--- config.mk ---
export PLATFORM = sky130hd
export DESIGN_NAME = pending_query_tracker_unit
export DESIGN_NICKNAME = d
export VERILOG_FILES = /design/src/rtl/core/pqt_pkg.sv /design/src/rtl/core/pqt_front.sv /design/src/rtl/core/pqt_cmd_fifo.sv /design/src/rtl/core/pqt_back.sv /design/src/rtl/core/pending_query_tracker_unit.sv
export SDC_FILE = /design/constraint.sdc
export NUM_CORES = 2
export LEC_CHECK = 0
export BUFFER_PORTS_ARGS = -buffer_cell sky130_fd_sc_hd__buf_2
export CORE_UTILIZATION = 30
export CTS_BUF_LIST = sky130_fd_sc_hd__clkbuf_16
export CTS_CLUSTER_DIAMETER = 50
export DETAILED_ROUTE_END_ITERATION = 10
export PLACE_DENSITY = 0.47
export REMOVE_ABC_BUFFERS = 1
export SKIP_CTS_REPAIR_TIMING = 1
export SLEW_MARGIN = 30
export SYNTH_ARGS = -nofsm -noshare
export SYNTH_HDL_FRONTEND = slang
export SYNTH_SLANG_ARGS = --single-unit
--- constraint.sdc ---
create_clock -name clk -period 14.3 [get_ports clk]
set_clock_uncertainty 0.1 [all_clocks]
set_input_delay 4.29 -clock clk [delete_from_list [all_inputs] [get_ports clk]]
set_output_delay 4.29 -clock clk [all_outputs]
set_load 0.05 [all_outputs]
--- src/rtl/core/pqt_pkg.sv ---
`timescale 1ns / 1ps
// ----------------------------------------------------------------------------
// pqt_pkg
// Types, codes and constants shared by the pending query tracker modules.
// ----------------------------------------------------------------------------
package pqt_pkg;

	localparam int SLOTS_DEFAULT = 32;
	localparam int MAX_RESULTS = 32;
	localparam int CMD_QUEUE_DEPTH = 2;
	localparam logic [31:0] TRANS_ID_RESET = 32'h494e0001;
	localparam logic [15:0] TIMEOUT_RESET = 16'd5;
	localparam logic [15:0] TIMEOUT_FALLBACK = 16'd5;

	// function codes of an input item
	localparam logic [2:0] FN_QUERY = 3'd0;
	localparam logic [2:0] FN_TREPLY = 3'd1;
	localparam logic [2:0] FN_SREPLY = 3'd2;
	localparam logic [2:0] FN_TICK = 3'd3;
	localparam logic [2:0] FN_CANCEL = 3'd4;

	// modes
	localparam logic [1:0] MODE_NONE = 2'd0;
	localparam logic [1:0] MODE_SIP_AS = 2'd3;

	// result kinds
	localparam logic [1:0] KIND_ACCEPTED = 2'd0;
	localparam logic [1:0] KIND_DONE = 2'd1;
	localparam logic [1:0] KIND_NOMATCH = 2'd2;
	localparam logic [1:0] KIND_WAIT = 2'd3;

	// verdicts
	localparam logic [1:0] VERDICT_CONT = 2'd0;
	localparam logic [1:0] VERDICT_CONNECT = 2'd1;
	localparam logic [1:0] VERDICT_FAIL = 2'd2;

	// reply verdict codes
	localparam logic [2:0] RV_CONTINUE = 3'd1;
	localparam logic [2:0] RV_CONNECT = 3'd2;

	// register indexes
	localparam logic [1:0] REG_DEFAULT_MODE = 2'd0;
	localparam logic [1:0] REG_TIMEOUT = 2'd1;
	localparam logic [1:0] REG_SCP_CFG = 2'd2;
	localparam logic [1:0] REG_SIP_CFG = 2'd3;

	// SIP status class bounds
	localparam logic [9:0] SIP_RINGING_LO = 10'd180;
	localparam logic [9:0] SIP_OK_LO = 10'd200;
	localparam logic [9:0] SIP_REDIR_LO = 10'd300;
	localparam logic [9:0] SIP_FAIL_LO = 10'd400;

	typedef enum logic [2:0] {
		OP_IGNORE = 3'd0,
		OP_QDONE = 3'd1,
		OP_QUERY = 3'd2,
		OP_TREPLY = 3'd3,
		OP_SREPLY = 3'd4,
		OP_TICK = 3'd5,
		OP_CANCEL = 3'd6
	} op_t;

	typedef struct packed {
		op_t op;
		logic [31:0] call_id;
		logic [1:0] mode;
		logic ok;
		logic [31:0] key1;
		logic [31:0] key2;
		logic has_o;
		logic [1:0] verdict;
		logic wait_final;
		logic [31:0] now;
		logic [15:0] tmo;
	} cmd_t;

	typedef struct packed {
		logic [1:0] kind;
		logic [31:0] call_id;
		logic [31:0] trans_id;
		logic [1:0] verdict;
	} rsp_t;

	typedef struct packed {
		logic [31:0] call_id;
		logic [31:0] trans_id;
		logic [1:0] mode;
		logic [31:0] start;
	} slot_t;

	typedef struct packed {
		logic [1:0] default_mode;
		logic [15:0] timeout;
		logic scp_cfg;
		logic sip_cfg;
	} cfg_t;

endpackage

--- src/rtl/core/pqt_front.sv ---
`timescale 1ns / 1ps
// ----------------------------------------------------------------------------
// pqt_front
// Resolves mode, reply verdict and timeout of an item into a command.
// ----------------------------------------------------------------------------
module pqt_front (
	input pqt_pkg::cfg_t cfg,
	input logic [2:0] func,
	input logic [31:0] call_id,
	input logic signed [2:0] mode_sel,
	input logic [31:0] dest_trans_id,
	input logic has_dest_trans,
	input logic [31:0] orig_trans_id,
	input logic has_orig_trans,
	input logic [2:0] reply_verdict,
	input logic dest_found,
	input logic [9:0] sip_status,
	input logic [31:0] now_seconds,
	output pqt_pkg::cmd_t cmd
);

	logic [1:0] mode;
	logic [1:0] tverdict;
	logic [1:0] sverdict;
	logic swait;

	assign mode = mode_sel[2] ? cfg.default_mode : mode_sel[1:0];

	always_comb begin
		if (reply_verdict == pqt_pkg::RV_CONTINUE) begin
			tverdict = pqt_pkg::VERDICT_CONT;
		end else if (reply_verdict == pqt_pkg::RV_CONNECT) begin
			tverdict = dest_found ? pqt_pkg::VERDICT_CONNECT : pqt_pkg::VERDICT_CONT;
		end else begin
			tverdict = pqt_pkg::VERDICT_FAIL;
		end
	end

	always_comb begin
		swait = 1'b0;
		priority if (sip_status >= pqt_pkg::SIP_OK_LO && sip_status < pqt_pkg::SIP_REDIR_LO) begin
			sverdict = pqt_pkg::VERDICT_CONT;
		end else if (sip_status >= pqt_pkg::SIP_REDIR_LO
			&& sip_status < pqt_pkg::SIP_FAIL_LO) begin
			sverdict = dest_found ? pqt_pkg::VERDICT_CONNECT : pqt_pkg::VERDICT_CONT;
		end else if (sip_status >= pqt_pkg::SIP_RINGING_LO
			&& sip_status < pqt_pkg::SIP_OK_LO) begin
			sverdict = pqt_pkg::VERDICT_CONT;
			swait = 1'b1;
		end else begin
			sverdict = pqt_pkg::VERDICT_FAIL;
		end
	end

	always_comb begin
		cmd.call_id = call_id;
		cmd.mode = mode;
		cmd.ok = (mode == pqt_pkg::MODE_SIP_AS) ? cfg.sip_cfg : cfg.scp_cfg;
		cmd.key1 = has_dest_trans ? dest_trans_id : (has_orig_trans ? orig_trans_id : 32'd0);
		cmd.key2 = orig_trans_id;
		cmd.has_o = has_orig_trans;
		cmd.verdict = (func == pqt_pkg::FN_SREPLY) ? sverdict : tverdict;
		cmd.wait_final = swait;
		cmd.now = now_seconds;
		cmd.tmo = (cfg.timeout == 16'd0) ? pqt_pkg::TIMEOUT_FALLBACK : cfg.timeout;
		unique case (func)
			pqt_pkg::FN_QUERY: begin
				cmd.op = (mode == pqt_pkg::MODE_NONE) ? pqt_pkg::OP_QDONE : pqt_pkg::OP_QUERY;
			end
			pqt_pkg::FN_TREPLY: cmd.op = pqt_pkg::OP_TREPLY;
			pqt_pkg::FN_SREPLY: cmd.op = pqt_pkg::OP_SREPLY;
			pqt_pkg::FN_TICK: cmd.op = pqt_pkg::OP_TICK;
			pqt_pkg::FN_CANCEL: cmd.op = pqt_pkg::OP_CANCEL;
			default: cmd.op = pqt_pkg::OP_IGNORE;
		endcase
	end

endmodule

--- src/rtl/core/pqt_cmd_fifo.sv ---
`timescale 1ns / 1ps
// ----------------------------------------------------------------------------
// pqt_cmd_fifo
// Short command queue between the front and back parts.
// ----------------------------------------------------------------------------
module pqt_cmd_fifo (
	input logic clk,
	input logic arst_n,
	input logic push,
	input pqt_pkg::cmd_t push_cmd,
	output logic full,
	input logic pop,
	output logic empty,
	output pqt_pkg::cmd_t pop_cmd
);

	localparam int DEPTH = pqt_pkg::CMD_QUEUE_DEPTH;
	localparam int PW = (DEPTH > 1) ? $clog2(DEPTH) : 1;
	localparam int CW = $clog2(DEPTH + 1);

	pqt_pkg::cmd_t entry_q [DEPTH];
	logic [PW-1:0] wr_ptr_q;
	logic [PW-1:0] rd_ptr_q;
	logic [CW-1:0] count_q;
	logic do_push;
	logic do_pop;

	assign full = (count_q == CW'(DEPTH));
	assign empty = (count_q == '0);
	assign do_push = push && !full;
	assign do_pop = pop && !empty;
	assign pop_cmd = entry_q[rd_ptr_q];

	always_ff @(posedge clk) begin
		if (do_push) begin
			entry_q[wr_ptr_q] <= push_cmd;
		end
	end

	always_ff @(posedge clk or negedge arst_n) begin
		if (!arst_n) begin
			wr_ptr_q <= '0;
			rd_ptr_q <= '0;
			count_q <= '0;
		end else begin
			if (do_push) begin
				wr_ptr_q <= (wr_ptr_q == PW'(DEPTH - 1)) ? '0 : wr_ptr_q + 1'b1;
			end
			if (do_pop) begin
				rd_ptr_q <= (rd_ptr_q == PW'(DEPTH - 1)) ? '0 : rd_ptr_q + 1'b1;
			end
			count_q <= count_q + CW'(do_push) - CW'(do_pop);
		end
	end

endmodule

--- src/rtl/core/pqt_back.sv ---
`timescale 1ns / 1ps
// ----------------------------------------------------------------------------
// pqt_back
// Slot table and scanner, one slot per cycle unless stalled; result register.
// ----------------------------------------------------------------------------
module pqt_back #(
	parameter int SLOTS = pqt_pkg::SLOTS_DEFAULT
) (
	input logic clk,
	input logic arst_n,
	input logic cmd_avail,
	input pqt_pkg::cmd_t cmd,
	output logic cmd_pop,
	output logic rsp_valid,
	input logic rsp_ready,
	output pqt_pkg::rsp_t rsp,
	output logic rsp_last
);

	localparam int IW = (SLOTS > 1) ? $clog2(SLOTS) : 1;
	localparam int CW = $clog2(SLOTS + 1);
	localparam int NW = $clog2(pqt_pkg::MAX_RESULTS + 1);

	typedef enum logic [2:0] {
		ST_IDLE = 3'b001,
		ST_SCAN = 3'b010,
		ST_FLUSH = 3'b100
	} state_t;

	state_t state_q;
	pqt_pkg::cmd_t cmd_q;
	pqt_pkg::slot_t slot_mem [SLOTS];
	pqt_pkg::slot_t rdata_s1;
	logic cmp_v_s1;
	logic [IW-1:0] cmp_idx_s1;
	logic [CW-1:0] rd_idx_q;
	logic pass_q;
	logic [NW-1:0] n_q;
	logic [SLOTS-1:0] slot_valid_q;
	logic [31:0] next_tid_q;
	logic hold_v_q;
	pqt_pkg::rsp_t hold_q;
	logic rsp_valid_q;
	pqt_pkg::rsp_t rsp_q;
	logic rsp_last_q;

	logic cur_valid;
	logic [31:0] key;
	logic [31:0] age;
	logic hit;
	logic out_free;
	logic stall;
	logic scan_end;
	logic mem_we;
	logic rsp_load;
	pqt_pkg::slot_t mem_wdata;
	logic [31:0] tid_inc;

	assign cur_valid = slot_valid_q[cmp_idx_s1];
	assign key = pass_q ? cmd_q.key2 : cmd_q.key1;
	assign age = cmd_q.now - rdata_s1.start;
	assign out_free = !rsp_valid_q || rsp_ready;
	assign tid_inc = next_tid_q + 32'd1;

	always_comb begin
		unique case (cmd_q.op)
			pqt_pkg::OP_QUERY: hit = !cur_valid;
			pqt_pkg::OP_TREPLY: hit = cur_valid && (rdata_s1.trans_id == key);
			pqt_pkg::OP_SREPLY: begin
				hit = cur_valid && (rdata_s1.mode == pqt_pkg::MODE_SIP_AS)
					&& (rdata_s1.call_id == cmd_q.call_id);
			end
			pqt_pkg::OP_TICK: hit = cur_valid && (age >= {16'd0, cmd_q.tmo});
			pqt_pkg::OP_CANCEL: hit = cur_valid && (rdata_s1.call_id == cmd_q.call_id);
			default: hit = 1'b0;
		endcase
	end

	assign stall = (state_q == ST_SCAN) && cmp_v_s1 && hit
		&& (cmd_q.op == pqt_pkg::OP_TICK) && hold_v_q && !out_free;
	assign scan_end = !cmp_v_s1 && (rd_idx_q == CW'(SLOTS));
	assign cmd_pop = (state_q == ST_IDLE) && cmd_avail;
	assign mem_we = (state_q == ST_SCAN) && cmp_v_s1 && hit
		&& (cmd_q.op == pqt_pkg::OP_QUERY) && cmd_q.ok;
	// load the result register from the held item
	assign rsp_load = ((state_q == ST_SCAN) && cmp_v_s1 && hit
		&& (cmd_q.op == pqt_pkg::OP_TICK) && hold_v_q && out_free)
		|| ((state_q == ST_FLUSH) && hold_v_q && out_free);

	always_comb begin
		mem_wdata.call_id = cmd_q.call_id;
		mem_wdata.trans_id = next_tid_q;
		mem_wdata.mode = cmd_q.mode;
		mem_wdata.start = cmd_q.now;
	end

	always_ff @(posedge clk) begin
		if (mem_we) begin
			slot_mem[cmp_idx_s1] <= mem_wdata;
		end
		if (state_q == ST_SCAN && !stall && rd_idx_q != CW'(SLOTS)) begin
			rdata_s1 <= slot_mem[rd_idx_q[IW-1:0]];
		end
		if (cmd_pop) begin
			cmd_q <= cmd;
		end
	end

	always_ff @(posedge clk or negedge arst_n) begin
		if (!arst_n) begin
			state_q <= ST_IDLE;
			cmp_v_s1 <= 1'b0;
			cmp_idx_s1 <= '0;
			rd_idx_q <= '0;
			pass_q <= 1'b0;
			n_q <= '0;
			slot_valid_q <= '0;
			next_tid_q <= pqt_pkg::TRANS_ID_RESET;
			hold_v_q <= 1'b0;
			hold_q <= '0;
			rsp_valid_q <= 1'b0;
			rsp_q <= '0;
			rsp_last_q <= 1'b0;
		end else begin
			if (rsp_load) begin
				rsp_valid_q <= 1'b1;
			end else if (rsp_valid_q && rsp_ready) begin
				rsp_valid_q <= 1'b0;
			end
			unique case (state_q)
				ST_IDLE: begin
					if (cmd_avail) begin
						rd_idx_q <= '0;
						pass_q <= 1'b0;
						n_q <= '0;
						cmp_v_s1 <= 1'b0;
						hold_v_q <= (cmd.op == pqt_pkg::OP_QDONE);
						if (cmd.op == pqt_pkg::OP_QDONE) begin
							hold_q <= '{pqt_pkg::KIND_DONE, cmd.call_id, 32'd0,
								pqt_pkg::VERDICT_CONT};
							state_q <= ST_FLUSH;
						end else if (cmd.op != pqt_pkg::OP_IGNORE) begin
							state_q <= ST_SCAN;
						end
					end
				end
				ST_SCAN: begin
					if (!stall) begin
						cmp_v_s1 <= (rd_idx_q != CW'(SLOTS));
						cmp_idx_s1 <= rd_idx_q[IW-1:0];
						if (rd_idx_q != CW'(SLOTS)) begin
							rd_idx_q <= rd_idx_q + 1'b1;
						end
					end
					if (cmp_v_s1 && hit && !stall) begin
						unique case (cmd_q.op)
							pqt_pkg::OP_QUERY: begin
								next_tid_q <= (tid_inc == 32'd0) ? 32'd1 : tid_inc;
								hold_v_q <= 1'b1;
								if (cmd_q.ok) begin
									slot_valid_q[cmp_idx_s1] <= 1'b1;
									hold_q <= '{pqt_pkg::KIND_ACCEPTED, cmd_q.call_id,
										next_tid_q, pqt_pkg::VERDICT_CONT};
								end else begin
									hold_q <= '{pqt_pkg::KIND_DONE, cmd_q.call_id,
										next_tid_q, pqt_pkg::VERDICT_FAIL};
								end
								state_q <= ST_FLUSH;
							end
							pqt_pkg::OP_TREPLY: begin
								slot_valid_q[cmp_idx_s1] <= 1'b0;
								hold_v_q <= 1'b1;
								hold_q <= '{pqt_pkg::KIND_DONE, rdata_s1.call_id,
									rdata_s1.trans_id, cmd_q.verdict};
								state_q <= ST_FLUSH;
							end
							pqt_pkg::OP_SREPLY: begin
								hold_v_q <= 1'b1;
								if (cmd_q.wait_final) begin
									hold_q <= '{pqt_pkg::KIND_WAIT, rdata_s1.call_id,
										rdata_s1.trans_id, pqt_pkg::VERDICT_CONT};
								end else begin
									slot_valid_q[cmp_idx_s1] <= 1'b0;
									hold_q <= '{pqt_pkg::KIND_DONE, rdata_s1.call_id,
										rdata_s1.trans_id, cmd_q.verdict};
								end
								state_q <= ST_FLUSH;
							end
							pqt_pkg::OP_TICK: begin
								// hand the previous expiry on, keep this one back
								slot_valid_q[cmp_idx_s1] <= 1'b0;
								if (hold_v_q) begin
									rsp_q <= hold_q;
									rsp_last_q <= 1'b0;
								end
								hold_v_q <= 1'b1;
								hold_q <= '{pqt_pkg::KIND_DONE, rdata_s1.call_id,
									rdata_s1.trans_id, pqt_pkg::VERDICT_FAIL};
								n_q <= n_q + 1'b1;
								if (n_q == NW'(pqt_pkg::MAX_RESULTS - 1)) begin
									state_q <= ST_FLUSH;
								end
							end
							pqt_pkg::OP_CANCEL: begin
								slot_valid_q[cmp_idx_s1] <= 1'b0;
								state_q <= ST_FLUSH;
							end
							default: state_q <= ST_FLUSH;
						endcase
					end else if (scan_end) begin
						if (cmd_q.op == pqt_pkg::OP_TREPLY && !pass_q && cmd_q.has_o) begin
							pass_q <= 1'b1;
							rd_idx_q <= '0;
						end else begin
							if (cmd_q.op == pqt_pkg::OP_QUERY) begin
								hold_v_q <= 1'b1;
								hold_q <= '{pqt_pkg::KIND_DONE, cmd_q.call_id, 32'd0,
									pqt_pkg::VERDICT_FAIL};
							end else if (cmd_q.op == pqt_pkg::OP_TREPLY
								|| cmd_q.op == pqt_pkg::OP_SREPLY) begin
								hold_v_q <= 1'b1;
								hold_q <= '{pqt_pkg::KIND_NOMATCH, cmd_q.call_id, 32'd0,
									pqt_pkg::VERDICT_CONT};
							end
							state_q <= ST_FLUSH;
						end
					end
				end
				ST_FLUSH: begin
					if (!hold_v_q) begin
						state_q <= ST_IDLE;
					end else if (out_free) begin
						rsp_q <= hold_q;
						rsp_last_q <= 1'b1;
						hold_v_q <= 1'b0;
						state_q <= ST_IDLE;
					end
				end
				default: state_q <= ST_IDLE;
			endcase
		end
	end

	assign rsp_valid = rsp_valid_q;
	assign rsp = rsp_q;
	assign rsp_last = rsp_last_q;

endmodule

--- src/rtl/core/pending_query_tracker_unit.sv ---
`timescale 1ns / 1ps
// ----------------------------------------------------------------------------
// pending_query_tracker_unit
// Tracks outstanding service queries in a slot table and resolves replies,
// timeouts and cancels against it.
// ----------------------------------------------------------------------------
//
//  channel   handshake              payload
//  req       req_valid/req_ready    func .. now_seconds
//  rsp       rsp_valid/rsp_ready    out_kind, out_call_id, out_trans_id,
//                                   verdict, last
//  config    APB psel/penable       paddr[3:2] selects the register
//
// A query in mode none goes straight to flush; other codes but an ignored
// one scan the table, and a transaction reply that misses on its first key
// scans again. One slot is examined per cycle through the registered read of
// the slot memory, unless a tick stalls on a busy result register. Two
// commands queue between front and back, so req stays ready until two items
// wait behind the running scan. A stalled rsp holds the scan only when a tick
// finds a further expiry, and holds the final result until it drains. Reset
// clears every slot's valid bit at once; no clearing pass is needed.
module pending_query_tracker_unit #(
	parameter int SLOTS = pqt_pkg::SLOTS_DEFAULT
) (
	input logic clk,
	input logic arst_n,
	// configuration
	input logic psel,
	input logic penable,
	input logic pwrite,
	input logic [3:0] paddr,
	input logic [31:0] pwdata,
	output logic [31:0] prdata,
	output logic pready,
	// request items
	input logic req_valid,
	output logic req_ready,
	input logic [2:0] func,
	input logic [31:0] call_id,
	input logic signed [2:0] mode_sel,
	input logic [31:0] dest_trans_id,
	input logic has_dest_trans,
	input logic [31:0] orig_trans_id,
	input logic has_orig_trans,
	input logic [2:0] reply_verdict,
	input logic dest_found,
	input logic [9:0] sip_status,
	input logic [31:0] now_seconds,
	// result items
	output logic rsp_valid,
	input logic rsp_ready,
	output logic [1:0] out_kind,
	output logic [31:0] out_call_id,
	output logic [31:0] out_trans_id,
	output logic [1:0] verdict,
	output logic last
);

	pqt_pkg::cfg_t cfg_q;
	pqt_pkg::cmd_t front_cmd;
	pqt_pkg::cmd_t queue_cmd;
	pqt_pkg::rsp_t rsp;
	logic queue_full;
	logic queue_empty;
	logic cmd_pop;
	logic cfg_wr;

	// Register file: written in the access phase, read back at any time.
	assign pready = 1'b1;
	assign cfg_wr = psel && penable && pwrite && pready;

	always_ff @(posedge clk or negedge arst_n) begin
		if (!arst_n) begin
			cfg_q.default_mode <= pqt_pkg::MODE_NONE;
			cfg_q.timeout <= pqt_pkg::TIMEOUT_RESET;
			cfg_q.scp_cfg <= 1'b0;
			cfg_q.sip_cfg <= 1'b0;
		end else if (cfg_wr) begin
			unique case (paddr[3:2])
				pqt_pkg::REG_DEFAULT_MODE: cfg_q.default_mode <= pwdata[1:0];
				pqt_pkg::REG_TIMEOUT: cfg_q.timeout <= pwdata[15:0];
				pqt_pkg::REG_SCP_CFG: cfg_q.scp_cfg <= pwdata[0];
				pqt_pkg::REG_SIP_CFG: cfg_q.sip_cfg <= pwdata[0];
			endcase
		end
	end

	always_comb begin
		unique case (paddr[3:2])
			pqt_pkg::REG_DEFAULT_MODE: prdata = {30'd0, cfg_q.default_mode};
			pqt_pkg::REG_TIMEOUT: prdata = {16'd0, cfg_q.timeout};
			pqt_pkg::REG_SCP_CFG: prdata = {31'd0, cfg_q.scp_cfg};
			pqt_pkg::REG_SIP_CFG: prdata = {31'd0, cfg_q.sip_cfg};
		endcase
	end

	// Front: classify the item while it is pushed into the command queue.
	pqt_front u_front (
		.cfg(cfg_q),
		.func(func),
		.call_id(call_id),
		.mode_sel(mode_sel),
		.dest_trans_id(dest_trans_id),
		.has_dest_trans(has_dest_trans),
		.orig_trans_id(orig_trans_id),
		.has_orig_trans(has_orig_trans),
		.reply_verdict(reply_verdict),
		.dest_found(dest_found),
		.sip_status(sip_status),
		.now_seconds(now_seconds),
		.cmd(front_cmd)
	);

	assign req_ready = !queue_full;

	pqt_cmd_fifo u_queue (
		.clk(clk),
		.arst_n(arst_n),
		.push(req_valid),
		.push_cmd(front_cmd),
		.full(queue_full),
		.pop(cmd_pop),
		.empty(queue_empty),
		.pop_cmd(queue_cmd)
	);

	// Back: scan the slot table and drive the result register.
	pqt_back #(
		.SLOTS(SLOTS)
	) u_back (
		.clk(clk),
		.arst_n(arst_n),
		.cmd_avail(!queue_empty),
		.cmd(queue_cmd),
		.cmd_pop(cmd_pop),
		.rsp_valid(rsp_valid),
		.rsp_ready(rsp_ready),
		.rsp(rsp),
		.rsp_last(last)
	);

	assign out_kind = rsp.kind;
	assign out_call_id = rsp.call_id;
	assign out_trans_id = rsp.trans_id;
	assign verdict = rsp.verdict;

endmodule

== Yosys cells after proc, flatten, opt, wreduce, memory -nomap -nowiden ==
Memories as Yosys holds them, arrays and structs flattened. A register that Yosys moved wholly into a read port is not among the register bits.
Cells that the tools add are included.
W data, S select, Z words.
Word-level totals
  flip-flop bits (word level): 403
  memory bits (writable): 3444
  memories kept: 2
  logic and storage cells: 276
  output and inout port bits: 104
Memories
  u_back.slot_mem: words 32, bits a word 98, read ports 1, clocked after memory_dff 1, wr ports 1, RTL line pqt_back.sv:32  | pqt_pkg::slot_t slot_mem [SLOTS];
  u_queue.entry_q: words 2, bits a word 154, read ports 1, clocked after memory_dff 0, wr ports 1, RTL line pqt_cmd_fifo.sv:21  | pqt_pkg::cmd_t entry_q [DEPTH];
Cells by class
  reductions and logical operators: 72
  bitwise operators: 4
  eq/ne operators: 47
  mux-type cells: 97
  $add $sub $neg: 8
  magnitude comparators: 9
Operator list (number)
  $mux W68: 13
  $pmux W68 S2: 2
  $pmux W68 S4: 1
  $mux W32: 6
  $pmux W32 S4: 1
  $pmux W32 S3: 1
  $mux W67: 1
  $eq A32 B32 Y1: 2
  $mux W6: 8
  $mux W1: 34
  $add A32 B1 Y32 const B: 1
  $and A32 B32 Y32: 1
  $ge A32 B16 Y1: 1
  $logic_and A1 B1 Y1: 32
  $logic_not A32 Y1: 1
  $not A32 Y32: 1
  $or A32 B32 Y32: 1
  $sub A32 B32 Y32: 1
  $mux W3: 10
  $pmux W6 S2: 2
  $ge A10 B8 Y1 const B: 2
  $lt A10 B9 Y1 const B: 2
  $eq A3 B2 Y1 const B: 6
  $reduce_and A6 Y1: 3
  44 further kinds: 104

== Logic depth before layout (Yosys ltp) ==
  depth after elaboration: 14
  gate-level depth with buffers: 24
  mapped depth without buffers: 21

== Cells and area by module ==
From an unflattened synthesis, not the netlist that was laid out.
Unflattened totals
  cells, all modules: 7143
  area total of the unflattened synthesis: 154981.1 sq um
By module, submodules not included
  pqt_back: area an instance 141119.1 sq um, cells an instance 6364, instances 1
  pqt_cmd_fifo: area an instance 11397.2 sq um, cells an instance 497, instances 1
  pqt_front: area an instance 1385.1 sq um, cells an instance 194, instances 1
  pending_query_tracker_unit: area an instance 1079.8 sq um, cells an instance 88, instances 1

== Worst setup path after synthesis ==
OpenSTA, ideal clock, no wires.
  path type: reg-to-reg
  start point: reg u_back.cmd_q[16] in the netlist's numbering
  end point: mem u_back.slot_mem[24][0] in the netlist's numbering (enable)
  stages on the path, launching flop included: 23
  path buffers: 2
  data arrival time: 13.126 ns
  setup time: 0.794 ns
  setup slack: 0.280 ns
  period minus slack after synthesis: 14.020 ns
  cell sequence: edfxtp_1 inv_1 ha_1 fa_1 nor2b_1 o2111ai_1 a21oi_1 nor2_1 xnor2_1 ha_1 nand4_1 nor2_1 o21ai_0 o2111ai_1 a311o_1 or4_4 nor4_4 a21oi_2 buf_6 and3_1 nand2_1 clkbuf_1 nor4_1
Between the ends
  longest elaborated chain between the ends: 9
Ends and longest elaborated chain
  start, declared: RTL line pqt_back.sv:31  | pqt_pkg::cmd_t cmd_q;
  start signal, assigned: RTL line pqt_back.sv:105  | cmd_q <= cmd;
  $sub A32 B32 Y32: RTL line pqt_back.sv:61  | assign age = cmd_q.now - rdata_s1.start;
  $ge A32 B16 Y1: RTL line pqt_back.sv:73  | pqt_pkg::OP_TICK: hit = cur_valid && (age >= {16'd0, cmd_q.tmo});
  $logic_and A1 B1 Y1: RTL line pqt_back.sv:73
  $pmux W1 S5: RTL line pqt_back.sv:66  | unique case (cmd_q.op)
  $logic_and A1 B1 Y1: RTL line pqt_back.sv:83  | assign mem_we = (state_q == ST_SCAN) && cmp_v_s1 && hit
  $logic_and A1 B1 Y1 (2 in a row): RTL line pqt_back.sv:84  | && (cmd_q.op == pqt_pkg::OP_QUERY) && cmd_q.ok;
  $mux W1: RTL line pqt_back.sv:98  | if (mem_we) begin
  $mux W1 (implied by the code): RTL line pqt_back.sv:99  | slot_mem[cmp_idx_s1] <= mem_wdata;
  end, declared: RTL line pqt_back.sv:32
No other way between the ends.

== Worst setup path after layout ==
  start point: in paddr[2]
  end point: out prdata[8]
Between the ends
  longest elaborated chain between the ends: 2
  elaborated cells on any way between the ends: 5
  classes of those cells: 3 x eq/ne; 1 x mux; 1 x reduce/logical
Ends and longest elaborated chain
  start, declared: RTL line pending_query_tracker_unit.sv:31  | input logic [3:0] paddr,
  $eq A2 B2 Y1 (tied with other cells): RTL line pending_query_tracker_unit.sv:89  | unique case (paddr[3:2])
  $pmux W32 S4 *: RTL line pending_query_tracker_unit.sv:89
  end, declared: RTL line pending_query_tracker_unit.sv:33  | output logic [31:0] prdata,
Every way passes the cells marked *; elsewhere a longest branch is shown, timed or not. The select of a mux whose other input is x is not followed.

==> reports/qor.txt <==
Vias/cell -> 5.07
Die ar. -> 517000 µm²
static leakage -> 57.8 nW
critical path fanouts, max -> 16
Max Slew Vio Count -> 0
Crit Path Category -> primary input to output port
reg2reg start -> u_back.pass_q
Mapped Cells -> 7131
DP Cell Count -> 14000
synthesized flop and latch total -> 3945
Final setup violation count -> 0
CP endpoint kind -> output port
GR Overflow Total -> 0
clock latency at the later pin of the worst-skew pair -> 1.02 ns
number of H-tree levels -> 5
number of clock sinks -> 3945
Top FF cell, synth -> edfxtp_1
r2r endpoint -> u_back.slot_mem[8][7]
DR iter-0 viols -> 6926
share of the synthesized area in the top cell type -> 72.0%
vias in the first global route -> 78800
CTS clock-pin slew for the worst setup and hold paths -> 0.05 ns
clock buffer depth -> 4
Cell Area, Synth -> 154000 µm²
Starting Density -> 30.2%
CP startpoint kind -> primary input
Seq/Total Area, Yosys -> 76.0%
Die Wd -> 719 µm
fin util -> 35.4%
Worst VDD drop -> 0.112 mV
fillers -> 47000
Hold Crit Endpoint -> u_back.hold_q[3]
final WL -> 435000 µm
YS warnings -> 0
CTS tree -> done
DRC errors left -> 0
initial antenna violation count -> 26
I/O Buffers -> 259
cell chain of the critical path -> buf_2 -> nor2b_1 -> buf_4 -> and2_1 -> buf_2
CP delay by family, top -> buffers and inverters
drt wl/cell -> 29.3 µm
Slew HR -> 31.3%
Async SR Flop Fraction -> 6.31%
Total Routing Usage GR -> 16.5%
WP data arrival -> 5.30 ns
placed wire-length estimate -> 234000 µm
CP max stage delay -> 0.26 ns
setup tns final -> 0 ns
final hold vios -> 0
pin count of the biggest net entering global routing -> 132
Multi-input gate area -> 35500 µm²
final period utilization -> 67.8%
Die H -> 719 µm
Hold Startpoint -> u_back.hold_q[3]
dominant cell type by area after synthesis -> edfxtp_1
Num CTS Buffers -> 459
drt first pass iters -> 6
Netlist cell types -> 83
share of layout cells above drive strength 1 -> 32.4%
# IOs -> 297
synth top area cells -> edfxtp_1 (72%), mux4_2 (14%), dfrtp_1 (3.9%)
Reg2Reg Depth -> 18
Final min period -> 9.69 ns
Power Density -> 189 nW/µm²
Post-Layout Cell Count -> 14900
commonest cells in the synthesized netlist -> edfxtp_1 (3696), mux4_2 (989), mux2_2 (357)
standard-cell row count -> 262
Core ar. -> 510000 µm²
CTS root buffer -> clkbuf_16
Reg area -> 117000 µm²
FF-to-FF setup slack -> 5.16 ns
Worst path slowest cell -> buf_2
EDFF count, synth -> 3696
final antenna-violating net count -> 0
Area Growth Syn to Fin -> 17.1%
nets -> 7959
FMAX -> 103 MHz
Buf/Inv on CP -> 3
status -> finished clean
Tightest Pin Transition -> 1.03 ns
first-pass GRT wire length -> 612000 µm
count leader, synth -> edfxtp_1
Routability Congestion -> 0.784
total number of vias -> 75400
Mapped Avg Cell Area -> 21.6 µm²
Max-cap violations -> 0
min-delay worst type -> flip-flop to flip-flop
Hold Crit Depth -> 1
most frequent cell on the critical path -> buf_2
RSZ-0062 raised after global routing -> no
Required @ worst endpoint -> 9.91 ns
## stage by stage
step                      hold WS, ns  instance area, µm²  worst slack (ns)  power [W]
after floorplan                 0.346              153000            -19.93     0.0237
after global placement          0.359              165000              4.52     0.0225
after detailed placement        0.366              165000              4.54     0.0227
after CTS                       0.379              180000              4.53     0.0344
after global routing            0.394              181000              4.48     0.0354
final                           0.372              181000              4.61     0.0340
## placed cells by master (no fill, tap or decap), types with 26 or more instances in the layout
cell type / count
a21o_1: 47
a21oi_1: 66
a22o_1: 31
a31oi_1: 45
a32o_1: 35
and2_1: 26
buf_12: 30
buf_2: 258
buf_4: 169
buf_6: 41
bufinv_16: 48
clkbuf_16: 464
clkinv_1: 96
clkinv_2: 57
dfrtp_1: 223
edfxtp_1: 3696
ha_1: 53
inv_1: 166
inv_6: 29
mux2_2: 357
mux2i_1: 71
mux4_2: 989
nand2_1: 182
nand3_1: 79
nand4_1: 34
nor2_1: 106
nor2_4: 26
nor3_1: 63
o21ai_0: 82
o31ai_1: 37
or3_1: 52
xnor2_1: 42
xor2_1: 64
## cells by family (layout without fill, tap and decap cells)
logic type / Yosys count / in the layout / synth area share, %
AO/OA/AOI/OAI: 433 / 433 / 1.95
XOR/XNOR: 106 / 106 / 0.602
adder cells (fa/ha/maj): 54 / 54 / 0.443
buffers and inverters: 485 / 1454 / 1.26
flip-flops: 3945 / 3945 / 76.0
multiplexers: 1418 / 1418 / 17.5
other: 2 / 23 / 0.00487
AND/OR/NAND/NOR: 688 / 688 / 2.21
## flip-flops by register name, indices dropped and copies added (netlist names), named ones only
signal,flops
cfg_q,20
u_back.cmd_q,154
u_back.cmp_idx_s1,5
u_back.cmp_v_s1,1
u_back.hold_q,68
u_back.hold_v_q,1
u_back.n_q,6
u_back.next_tid_q,32
u_back.pass_q,1
u_back.rd_idx_q,6
u_back.rdata_s1,98
u_back.rsp,68
u_back.rsp_last,1
u_back.rsp_valid,1
u_back.slot_mem,3136
u_back.state_q,3
u_queue.count_q,2
u_queue.entry_q,308
u_queue.rd_ptr_q,1
u_queue.wr_ptr_q,1
## worst reg2reg max path: stages, from the launching register on
cell and delay (ns):
dfrtp_2 0.53, buf_4 0.61, mux2i_1 0.43, xor2_1 0.45, nand4_1 0.24, nor3_1 0.51, buf_4 0.27, a31oi_1 0.19
nor3b_4 0.22, buf_4 0.30, nor4_4 0.13, buf_4 0.22, a21oi_2 0.80, and3_1 0.30, buf_4 0.31, nand3_1 0.67
nor2_4 0.69, buf_4 0.76, buf_4 0.94
## final cells by class
cell class              instances  area share [%]
diodes                          6         0.00831
clock buffers                 464            6.43
clock inverters               400            2.02
inverters                      77           0.160
multi-input cells            2716            19.6
flip-flops and latches       3945            64.9
well taps                    6732            4.66
repair buffers                513            2.14
## layer usage
layer,part of all wire (%),GRT usage [%],vias to the layer above,wire length [µm]
met2,48,27.2,2070,211000
li1,-,-,31100,-
met5,0.020,0,-,85
met3,4.7,2.06,601,20500
met4,2.3,3.81,14,9840
met1,45,23.2,41600,194000
## where the power goes
group	leakage, nW	internal (W)	switching (W)
Sequential	37.0	0.0144	0.000631
Combinational	13.0	0.00300	0.00436
Clock	7.74	0.00681	0.00488
## worst max path at each step
stage / cells after the start / startpoint / to
after global placement: 5 / paddr[2] / prdata[2]
after detailed placement: 5 / paddr[2] / prdata[8]
after global routing: 5 / paddr[2] / prdata[8]
after CTS: 5 / paddr[2] / prdata[8]
final: 5 / paddr[2] / prdata[8]
after floorplan: 5 / u_back.rd_idx_q[0] / u_back.rdata_s1[0]
Power figures use the tool's default switching activity.
